[config.mk]
export PLATFORM = sky130hd
export DESIGN_NAME = pse_seq
export DESIGN_NICKNAME = d
export VERILOG_FILES = /design/src/design/pse_pkg.sv /design/src/design/pse_seq.sv
export SDC_FILE = /design/constraint.sdc
export NUM_CORES = 1
export LEC_CHECK = 0
export ABC_AREA = 1
export BUFFER_PORTS_ARGS = -buffer_cell sky130_fd_sc_hd__buf_4
export CAP_MARGIN = 20
export CORE_MARGIN = 4
export CORE_UTILIZATION = 61
export CTS_CLUSTER_DIAMETER = 200
export DETAILED_ROUTE_END_ITERATION = 6
export PLACE_DENSITY = 0.85
export SYNTH_ARGS = -nofsm -noshare
export SYNTH_HDL_FRONTEND = slang
export SYNTH_SLANG_ARGS = --single-unit
[constraint.sdc]
create_clock -name clk -period 3.69 [get_ports clk]
set_input_delay 0.738 -clock clk [delete_from_list [all_inputs] [get_ports clk]]
set_output_delay 0.738 -clock clk [all_outputs]
set_load 0.02 [all_outputs]
[src/design/pse_pkg.sv]
`default_nettype none
package pse_pkg;

  typedef struct packed {
    logic       command;
    logic [9:0] prime_index;
  } request_t;

  typedef struct packed {
    logic [11:0] prime_value;
    logic [9:0]  prime_count;
    logic        found;
  } result_t;

  localparam logic CMD_BUILD = 1'b0;
  localparam logic CMD_FETCH = 1'b1;

  localparam int PC_W = 4;

  localparam logic [PC_W-1:0] STEP_IDLE  = 4'd0;
  localparam logic [PC_W-1:0] STEP_INIT  = 4'd1;
  localparam logic [PC_W-1:0] STEP_FILL  = 4'd2;
  localparam logic [PC_W-1:0] STEP_SETI  = 4'd3;
  localparam logic [PC_W-1:0] STEP_OTEST = 4'd4;
  localparam logic [PC_W-1:0] STEP_OCHK  = 4'd5;
  localparam logic [PC_W-1:0] STEP_INNER = 4'd6;
  localparam logic [PC_W-1:0] STEP_ONEXT = 4'd7;
  localparam logic [PC_W-1:0] STEP_PINIT = 4'd8;
  localparam logic [PC_W-1:0] STEP_PTEST = 4'd9;
  localparam logic [PC_W-1:0] STEP_PCHK  = 4'd10;
  localparam logic [PC_W-1:0] STEP_DONE  = 4'd11;
  localparam logic [PC_W-1:0] STEP_FETCH = 4'd12;

  typedef enum logic [1:0] {
    SEQ_DISPATCH,
    SEQ_BRANCH,
    SEQ_LOOP,
    SEQ_JUMP
  } seq_t;

  typedef enum logic [2:0] {
    COND_NONE,
    COND_I_EQ_N,
    COND_I_GT_N,
    COND_J_GT_N,
    COND_MARK_CLR
  } cond_t;

  typedef enum logic [3:0] {
    ACT_NONE,
    ACT_IDLE,
    ACT_INIT,
    ACT_FILL,
    ACT_SET2,
    ACT_LOADJ,
    ACT_CLEAR,
    ACT_INCI,
    ACT_PINIT,
    ACT_PACK,
    ACT_DONE,
    ACT_FETCH
  } act_t;

  typedef struct packed {
    seq_t            seq;
    cond_t           cond;
    logic [PC_W-1:0] target;
    act_t            act;
  } ucode_t;

  typedef struct packed {
    logic i_eq_n;
    logic i_gt_n;
    logic j_gt_n;
    logic mark_clr;
  } flags_t;

  function automatic ucode_t ucode(input logic [PC_W-1:0] pc);
    ucode_t w;
    w = '{seq: SEQ_JUMP, cond: COND_NONE, target: STEP_IDLE, act: ACT_NONE};
    unique case (pc)
      STEP_IDLE:  w = '{SEQ_DISPATCH, COND_NONE,     STEP_FETCH, ACT_IDLE};
      STEP_INIT:  w = '{SEQ_JUMP,     COND_NONE,     STEP_FILL,  ACT_INIT};
      STEP_FILL:  w = '{SEQ_LOOP,     COND_I_EQ_N,   STEP_SETI,  ACT_FILL};
      STEP_SETI:  w = '{SEQ_JUMP,     COND_NONE,     STEP_OTEST, ACT_SET2};
      STEP_OTEST: w = '{SEQ_BRANCH,   COND_I_GT_N,   STEP_PINIT, ACT_NONE};
      STEP_OCHK:  w = '{SEQ_BRANCH,   COND_MARK_CLR, STEP_ONEXT, ACT_LOADJ};
      STEP_INNER: w = '{SEQ_LOOP,     COND_J_GT_N,   STEP_ONEXT, ACT_CLEAR};
      STEP_ONEXT: w = '{SEQ_JUMP,     COND_NONE,     STEP_OTEST, ACT_INCI};
      STEP_PINIT: w = '{SEQ_JUMP,     COND_NONE,     STEP_PTEST, ACT_PINIT};
      STEP_PTEST: w = '{SEQ_BRANCH,   COND_I_GT_N,   STEP_DONE,  ACT_NONE};
      STEP_PCHK:  w = '{SEQ_JUMP,     COND_NONE,     STEP_PTEST, ACT_PACK};
      STEP_DONE:  w = '{SEQ_JUMP,     COND_NONE,     STEP_IDLE,  ACT_DONE};
      STEP_FETCH: w = '{SEQ_JUMP,     COND_NONE,     STEP_IDLE,  ACT_FETCH};
      default:    w = '{SEQ_JUMP,     COND_NONE,     STEP_IDLE,  ACT_NONE};
    endcase
    return w;
  endfunction

endpackage
`default_nettype wire

[src/design/pse_seq.sv]
`default_nettype none
module pse_seq
  import pse_pkg::*;
(
  input  wire logic   clk,
  input  wire logic   rst,
  input  wire logic   start,
  input  wire logic   command,
  input  wire flags_t flags,
  output act_t        act,
  output logic        busy
);

  logic [PC_W-1:0] pc;
  logic [PC_W-1:0] pc_next;
  ucode_t          word;
  logic            cond_hit;
  logic            accept;

  assign word   = ucode(pc);
  assign act    = word.act;
  assign busy   = (pc != STEP_IDLE);
  assign accept = start && !busy;

  always_comb begin
    unique case (word.cond)
      COND_I_EQ_N:   cond_hit = flags.i_eq_n;
      COND_I_GT_N:   cond_hit = flags.i_gt_n;
      COND_J_GT_N:   cond_hit = flags.j_gt_n;
      COND_MARK_CLR: cond_hit = flags.mark_clr;
      default:       cond_hit = 1'b0;
    endcase
  end

  always_comb begin
    unique case (word.seq)
      SEQ_DISPATCH: begin
        if (!accept) begin
          pc_next = pc;
        end else if (command == CMD_FETCH) begin
          pc_next = word.target;
        end else begin
          pc_next = pc + 1'b1;
        end
      end
      SEQ_BRANCH: pc_next = cond_hit ? word.target : pc + 1'b1;
      SEQ_LOOP:   pc_next = cond_hit ? word.target : pc;
      default:    pc_next = word.target;
    endcase
  end

  always_ff @(posedge clk) begin
    if (rst) begin
      pc <= STEP_IDLE;
    end else begin
      pc <= pc_next;
    end
  end

endmodule
`default_nettype wire

==> results of run 1 <==
[sequential cells by signal, indices dropped and copies added, names as in the netlist]
| signal | cells |
|---|---|
| word | 13 |
| pc | 4 |
[layout by cell type, fill, tap and decap left out, types with 2 or more instances in the layout]
cell and n:
a21oi_1 4, a21oi_2 2, a31oi_1 2, buf_4 12
clkbuf_4 3, dfxtp_1 17, ha_1 6, inv_1 18
inv_2 4, nand2_1 35, nand2_2 7, nand2_4 5
nand3_1 14, nand3_2 2, nor2_1 8, nor3_2 2
o21ai_0 3, o21ai_2 3, xor2_1 2
[layer usage]
layer | vias up | track usage, % | share of wire [%]
met5 | - | 0 | 0
met4 | 0 | 9.87 | 1.8
met3 | 5 | 1.48 | 3.7
met2 | 23 | 34.1 | 52
met1 | 431 | 19.1 | 42
li1 | 501 | - | -
[path summary, 6_finish.rpt]
kind | start | to | slack (ns) | cells after the start
worst max register to register | pc[0] | word[4] | 1.48 | 13
worst min register to register | pc[1] | pc[1] | 0.68 | 4
worst min-delay path | pc[1] | pc[1] | 0.68 | 4
worst max-delay path | pc[0] | word[4] | 1.48 | 13
[through the flow]
stage | worst slack, ns | cells | util (%) | instance area [um^2] | hold slack, ns
global placement | 1.25 | 182 | 69.5 | 1200 | 0.641
floorplan | 1.52 | 149 | - | 1110 | 0.620
finish | 1.48 | 186 | 71.1 | 1230 | 0.678
global route | 1.32 | 186 | 71.1 | 1230 | 0.733
CTS | 1.49 | 186 | 71.1 | 1230 | 0.684
detailed placement | 1.19 | 182 | 69.5 | 1200 | 0.667
[cell type report]
cell class | count | area share [%]
clock buffer | 3 | 1.83
clock inverter | 1 | 0.408
inverter | 24 | 7.95
multi-input combinational | 104 | 52.2
sequential | 17 | 27.7
tap | 25 | 2.55
timing repair buffer | 12 | 7.34
[cell families (layout without fill, tap and decap cells)]
| family | after synthesis | after routing | share of synthesized area [%] |
|---|---|---|---|
| xor+xnor | 2 | 2 | 1.58 |
| flops | 17 | 17 | 30.7 |
| simple gates | 77 | 77 | 37.4 |
| fa+ha+maj | 6 | 6 | 6.77 |
| compound gates | 19 | 19 | 12.1 |
| buf+inv | 28 | 40 | 11.5 |
[power by group]
group	leakage, nW	internal [mW]	total [mW]	switching, mW
Combinational	0.476	0.278	0.765	0.487
Sequential	0.141	0.266	0.326	0.0598
Clock	0.0177	0.0403	0.0955	0.0552
Total	0.635	0.585	1.19	0.602
[critical path, cell delays in order, from the launching register on]
cell	delay, ns
dfxtp_1	0.45
inv_1	0.07
ha_1	0.19
nand3_1	0.10
nor2_1	0.07
nor2_4	0.18
a21oi_1	0.11
nand2_1	0.09
nand2_2	0.09
nand2_4	0.13
inv_1	0.08
ha_1	0.33
nand3b_1	0.17
nand3_1	0.09
==> flow_metrics.tcl, run 1 <==
set metrics [dict create \
    status "completed" \
    fmax_ghz 0.453 \
    dp_hpwl_um 1730 \
    multi_input_area_um2 641 \
    fin_nets 176 \
    clkSlewWorstSetupHoldPaths_ns 0.10 \
    synth_seq_area_share_pct 30.7 \
    p_per_area_nw_per_um2 967 \
    cp-end-kind "flop" \
    synth_edf_count 0 \
    fin_setup_tns_ns 0 \
    hold_path_class "flop to flop" \
    netlist_top_cells_area "dfxtp_1 (31%), nand2_1 (12%), ha_1 (6.8%)" \
    crit_path_max_fanout 9 \
    yosysTopAreaCellShare_pct 30.7 \
    ys_warn_count 0 \
    cts_resized 0 \
    grt_max_degree 11 \
    ios 13 \
    drt_iter0_markers 28 \
    p_leak_nw 0.635 \
    yosysMostFrequentCell "nand2_1" \
    async_flop_share_pct 0 \
    n_antenna_cell 0 \
    ant_nets 0 \
    first_global_vias 894 \
    syn_inst 149 \
    cts_tree "done" \
    ir_drop_uv 541 \
    critPathLaunchType "flop" \
    cts_buffers 3 \
    cts_buffer_depth 2 \
    cts_hold_buf 0 \
    relSlewSlack_pct 80.4 \
    cts_max_level 1 \
    fin_skew_ns 0.00767 \
    core-area_um2 1730 \
    place_congestion 0.828 \
    yosys.area.top_type "dfxtp_1" \
    path_class "flop to flop" \
    synthFlopType "dfxtp_1" \
    ys_ff_latch 17 \
    ff_latch_area_um2 340 \
    synthTopCellsByCount "nand2_1 (35), inv_1 (18), dfxtp_1 (17)" \
    die_w_um 50.6 \
    antenna_found_initial 0 \
    start_util_pct 64.2 \
    viasPerCell 5.16 \
    synth.avg_cell_area_um2 7.44 \
    syn-num-nets 163 \
    wire_per_inst_um 11.5 \
    num_vias 960 \
    worst_pin_slew_ns 0.294 \
    cap_violations 0 \
    period_share_pct 59.8 \
    grt-ovfl-total 0 \
    insertion_delay_ns 0.29 \
    clock-sinks 17 \
    drive_gt1_share_pct 28.6 \
    wl_um 2150 \
    port_buffers 12 \
    cts-root-buf "clkbuf_4" \
    drv_slew 0 \
    nFillCells 140 \
    synth.distinct_cells 29 \
    areaGrowthSynthToFinish_pct 10.7 \
    rsz0062_at_grt "no" \
    gr-usage-all-layers_pct 17.9 \
    grt_first_pass_wirelength_um 3530 \
    cp_data_arrival_time_ns 2.43 \
    fin_total_pwr_mw 1.19 \
    hold_viol_final 0 \
    die_h_um 50.6 \
    setup_viol 0 \
    rows 15 \
    die-area_um2 2560 \
    required_ns 3.92 \
    fin_crit_ns 2.21 \
    dr.pass1.iters 4 \
    netlist_area_um2 1110 \
    drc 0 \
    post-cts-setup-buffers 0 \
]
(Power assumes the default switching activity.)
==> inputs of run 2 (changes only) <==
- CORE_UTILIZATION: 61 -> 56
- PLACE_DENSITY: 0.85 -> 0.79
- clock period: 3.69 -> 2.3 ns (I/O delays scaled with it)
==> run 2 against run 1 <==
  * Core utilization decreased by 0.81 points
  * Sequential cell count unchanged
  * Non-clock buffer count increased by 5
  * Clock skew decreased by 0.0017 ns
  * Sequential power increased by 60%
==> flow_metrics.tcl, run 2 (same netlist as run 1, synthesis figures left out) <==
set metrics [dict create \
    ios 13 \
    post-place-cells 183 \
    path_class "flop to flop" \
    worst_pin_slew_ns 0.292 \
    relSlewSlack_pct 80.5 \
    p_comb_share_pct 65.9 \
    wl_um 2310 \
    critPathLaunchType "flop" \
    insertion_delay_ns 0.29 \
    cts_buffer_depth 2 \
    p_per_area_nw_per_um2 1560 \
    die-area_um2 2760 \
    fin_nets 181 \
    first_global_vias 967 \
    crit_path_max_fanout 6 \
    cts-root-buf "clkbuf_4" \
    postLayoutCellArea_um2 1270 \
    cts_tree "done" \
    clkSlewWorstSetupHoldPaths_ns 0.09 \
    dr.pass1.iters 4 \
    internal_power_mw 0.984 \
    areaGrowthSynthToFinish_pct 14.2 \
    place_area_um2 1210 \
    die_w_um 52.5 \
    nFillCells 164 \
    num_vias 986 \
    final_cell_mix "nand2_1 (35), inv_1 (18), buf_4 (17), dfxtp_1 (17), nand3_1 (14)" \
    ff_latch_area_um2 340 \
    regToRegSetupSlack_ns 0.17 \
    p_sw_share_pct 50.3 \
    switchingPower_mw 0.997 \
    dp_hpwl_um 1830 \
    gr-usage-all-layers_pct 18.9 \
    drc 0 \
    core-area_um2 1800 \
    multi_input_area_um2 643 \
    setup_viol 0 \
    hold_depth 4 \
    cts_buffers 3 \
    fin_total_pwr_mw 1.98 \
    required_ns 2.49 \
    hold_path_class "input pin to flop" \
    largest_reg_flops 13 \
    cap_violations 0 \
    pwr-share-clk_pct 7.8 \
    hold_viol_final 0 \
    die_h_um 52.5 \
    whs_endpoint "pc[1]" \
    layout.cells.non_filler 191 \
    period_share_pct 92.6 \
    hp-start "rst" \
    viasPerCell 5.16 \
    port_buffers 12 \
    ir_drop_uv 794 \
    rr_endpoint "word[1]" \
    cts_hold_buf 0 \
    cp_data_arrival_time_ns 2.33 \
    cts_max_level 1 \
    fin_skew_ns 0.00594 \
    grt_max_degree 11 \
    r2r_start "pc[1]" \
    grt_first_pass_wirelength_um 3870 \
    clock-sinks 17 \
    drt_iter0_markers 23 \
    r2r_cells 13 \
    ant_nets 0 \
    wire_per_inst_um 12.1 \
    fin_crit_ns 2.13 \
    grt-ovfl-total 0 \
    final_common_cell "nand2_1" \
    drive_gt1_share_pct 30.7 \
    cp-end-kind "flop" \
    drv_slew 0 \
    status "completed" \
    fin_hold_ws_ns 0.566 \
    rows 15 \
    place_congestion 0.832 \
    power_frac_seq_pct 26.3 \
    fin_setup_tns_ns 0 \
    antenna_found_initial 0 \
    fmax_ghz 0.469 \
    p_leak_nw 0.656 \
    start_util_pct 61.5 \
    n_antenna_cell 0 \
]
-- run 2: final cells by class --
type / instances / area share, %
Clock buffer: 4 / 2.08
Inverter: 24 / 7.71
Multi-Input combinational cell: 104 / 50.8
Sequential cell: 17 / 26.9
Tap cell: 25 / 2.47
Timing Repair Buffer: 17 / 10.1
-- run 2: worst max-delay path by stage --
stage          cells past startpoint  startpoint       to  slack (ns)
6_report                          13       pc[1]  word[1]        0.17
5_1_grt                           14       pc[1]  word[1]      -0.007
4_1_cts                           13       pc[1]  word[1]        0.13
3_5_place_dp                      15    flags[2]  word[1]        0.03
3_3_place_gp                      15    flags[2]  word[1]        0.14
2_1_floorplan                     14       pc[0]  word[1]        0.21
-- run 2: what timing repair did --
item                                   in CTS  in global routing
endpoints found under the hold margin       0                  0
resized for setup                           0                  1
setup endpoints to repair                   0                  5
setup buffers                               0                  4
-- run 2: worst max-delay path: stages (launching register included) --
cell     delay [ns]
dfxtp_1        0.33
inv_1          0.08
ha_1           0.15
nand3_1        0.11
nor2_2         0.17
nor2_4         0.08
nand3_2        0.08
nand2_2        0.07
a21oi_4        0.22
inv_2          0.12
ha_1           0.34
nand2_1        0.10
nand3_1        0.11
nand2_1        0.05
-- run 2: stage by stage --
step / utilization (%) / worst slack [ns]
2_1_floorplan: - / 0.207
3_3_place_gp: 67.0 / 0.136
4_1_cts: 68.5 / 0.126
5_1_grt: 70.3 / -0.00730
3_5_place_dp: 67.0 / 0.0258
6_report: 70.3 / 0.169
-- run 2: metal layers --
layer / share of wire [%] / global-route usage, % / up-vias
li1: - / - / 504
met1: 42 / 20.6 / 450
met2: 53 / 36.0 / 27
met3: 3.2 / 1.71 / 5
met4: 1.9 / 8.94 / 0
met5: 0 / 0 / -
-- run 2: power by group through the flow --
stage,Sequential [mW],Combinational [mW],Clock [mW]
3_3_place_gp,0.520,1.21,0
3_5_place_dp,0.526,1.25,0
2_1_floorplan,0.503,1.02,0
4_1_cts,0.519,1.26,0.158
6_report,0.522,1.31,0.154
5_1_grt,0.531,1.45,0.171
==> inputs of run 3 (changes only) <==
- PLACE_DENSITY: 0.79 -> 0.8
==> run 3 against run 2 <==
  * Combinational power decreased by 6%
  * Core utilization down 1.7 points
  * Non-clock buffer count shrank 4
  * Clock-buffer cell count decreased by 1
  * Routed wire length is 7.7% lower
  * Final cell count decreased by 2.1%
  * Die area unchanged
  * Register-to-register slack improved by 0.03 ns
  * Sequential power shrank 0.8%
  * Global-route usage decreased by 1.2 points
==> flow_metrics.tcl, run 3 (same netlist as run 1, synthesis figures left out) <==
set metrics [dict create \
    start_util_pct 61.5 \
    crit_family "simple AND/OR/NAND/NOR gates" \
    cap_violations 0 \
    cp-end-kind "flop" \
    post-cts-setup-buffers 0 \
    post-place-cells 183 \
    wire_per_inst_um 11.4 \
    p_leak_nw 0.641 \
    antenna_found_initial 0 \
    drv_slew 0 \
    slowest_stage "dfxtp_1" \
    internal_power_mw 0.944 \
    fin_total_pwr_mw 1.91 \
    cts_max_level 1 \
    relSlewSlack_pct 80.6 \
    path_class "flop to flop" \
    fin_skew_ns 0.00833 \
    path_cells "inv_1 > ha_1 > nand3_1 > nor2_1 > nor2_4 > nand2_4 > a21oi_4 > inv_2 > ha_1 > nand2_1 > nand3_1 > nand2_1" \
    status "completed" \
    critPathBufInv 2 \
    gr-usage-all-layers_pct 17.7 \
    ir_drop_uv 838 \
    die-area_um2 2760 \
    critPathLaunchType "flop" \
    startpoint "pc[1]" \
    die_w_um 52.5 \
    grt_first_pass_wirelength_um 3630 \
    layout.cells.non_filler 187 \
    insertion_delay_ns 0.30 \
    port_buffers 12 \
    r2r_start "pc[1]" \
    areaGrowthSynthToFinish_pct 11.4 \
    p_sw_share_pct 50.5 \
    largest_reg_flops 13 \
    crit_path_max_fanout 6 \
    p_per_area_nw_per_um2 1550 \
    num_vias 936 \
    grt-ovfl-total 0 \
    ios 13 \
    first_global_vias 853 \
    cp_data_arrival_time_ns 2.30 \
    drt-met1-wl_um 953 \
    dp_hpwl_um 1790 \
    cts-root-buf "clkbuf_4" \
    wl_um 2130 \
    fin_crit_ns 2.10 \
    hold_path_class "input pin to flop" \
    setup_viol 0 \
    hp-start "rst" \
    clock-sinks 17 \
    fmax_ghz 0.476 \
    place_congestion 0.852 \
    worst_pin_slew_ns 0.291 \
    grt_max_degree 11 \
    p_comb_share_pct 64.7 \
    fin_setup_tns_ns 0 \
    fin_hold_ws_ns 0.543 \
    dr.max_layer_used "met4" \
    fin_nets 177 \
    cts_buffers 3 \
    n_antenna_cell 0 \
    pwr-share-clk_pct 8.2 \
    drt_iter0_markers 7 \
    cts_resized 0 \
    core-area_um2 1800 \
    drive_gt1_share_pct 29.0 \
    final_cell_mix "nand2_1 (35), inv_1 (18), dfxtp_1 (17)" \
    hold_viol_final 0 \
    cts_buffer_depth 2 \
    rsz0062_at_grt "no" \
    drc 0 \
    required_ns 2.50 \
    met3_length_um 61 \
    dr.pass1.iters 4 \
    switchingPower_mw 0.964 \
    viasPerCell 5.01 \
    cts_hold_buf 0 \
    route.met2.wl_um 1070 \
    slowest_delay_ns 0.36 \
    period_share_pct 91.3 \
    rows 15 \
    cts_tree "done" \
    ant_nets 0 \
    die_h_um 52.5 \
    final_common_cell "nand2_1" \
    power_frac_seq_pct 27.1 \
    clkSlewWorstSetupHoldPaths_ns 0.10 \
]
==> run 3: cell count changes in the layout (fill, tap and decap cells not counted), sizes merged <==
cell	previous run	this run
buf	17	13
clkbuf	4	3
clkinv	0	1
==> run 3: power groups by stage <==
stage                     combinational (mW)  clock [mW]  sequential (mW)
after global placement                  1.21           0            0.521
after detailed placement                1.24           0            0.524
final                                   1.23       0.156            0.518
after floorplan                         1.02           0            0.503
after global routing                    1.40       0.166            0.532
after CTS                               1.25       0.158            0.516
==> run 3: per-layer routing <==
| layer | up-vias | GRT usage (%) |
|---|---|---|
| met5 | - | 0 |
| met1 | 419 | 21.7 |
| met2 | 11 | 31.0 |
| li1 | 501 | - |
| met4 | 0 | 7.66 |
| met3 | 5 | 1.71 |
==> run 3: metrics by stage <==
| stage | utilization, % | area, um^2 | setup WS (ns) |
|---|---|---|---|
| floorplan | - | 1110 | 0.207 |
| global placement | 67.0 | 1210 | 0.135 |
| detailed placement | 67.0 | 1210 | 0.0591 |
| CTS | 68.5 | 1230 | 0.186 |
| global route | 68.5 | 1230 | 0.00571 |
| finish | 68.5 | 1230 | 0.199 |
==> run 3: final timing paths <==
kind	to	slack, ns	cells past startpoint
hold reg to reg	pc[1]	0.68	4
setup / recovery	word[1]	0.20	12
hold / removal	pc[1]	0.54	4
setup reg to reg	word[1]	0.20	12
==> run 3: worst min-delay path, cell delays in order <==
cell and delay, ns:
buf_4 0.07, inv_1 0.10, nand2_2 0.12, a21oi_1 0.04
==> run 3: final cells by class <==
type / count / area (um^2)
inverter: 24 / 97.6
clock inverter: 1 / 5.00
tap: 25 / 31.3
clock buffer: 3 / 22.5
multi-input combinational: 104 / 641
timing repair buffer: 13 / 97.6
fill: 175 / 567
sequential: 17 / 340
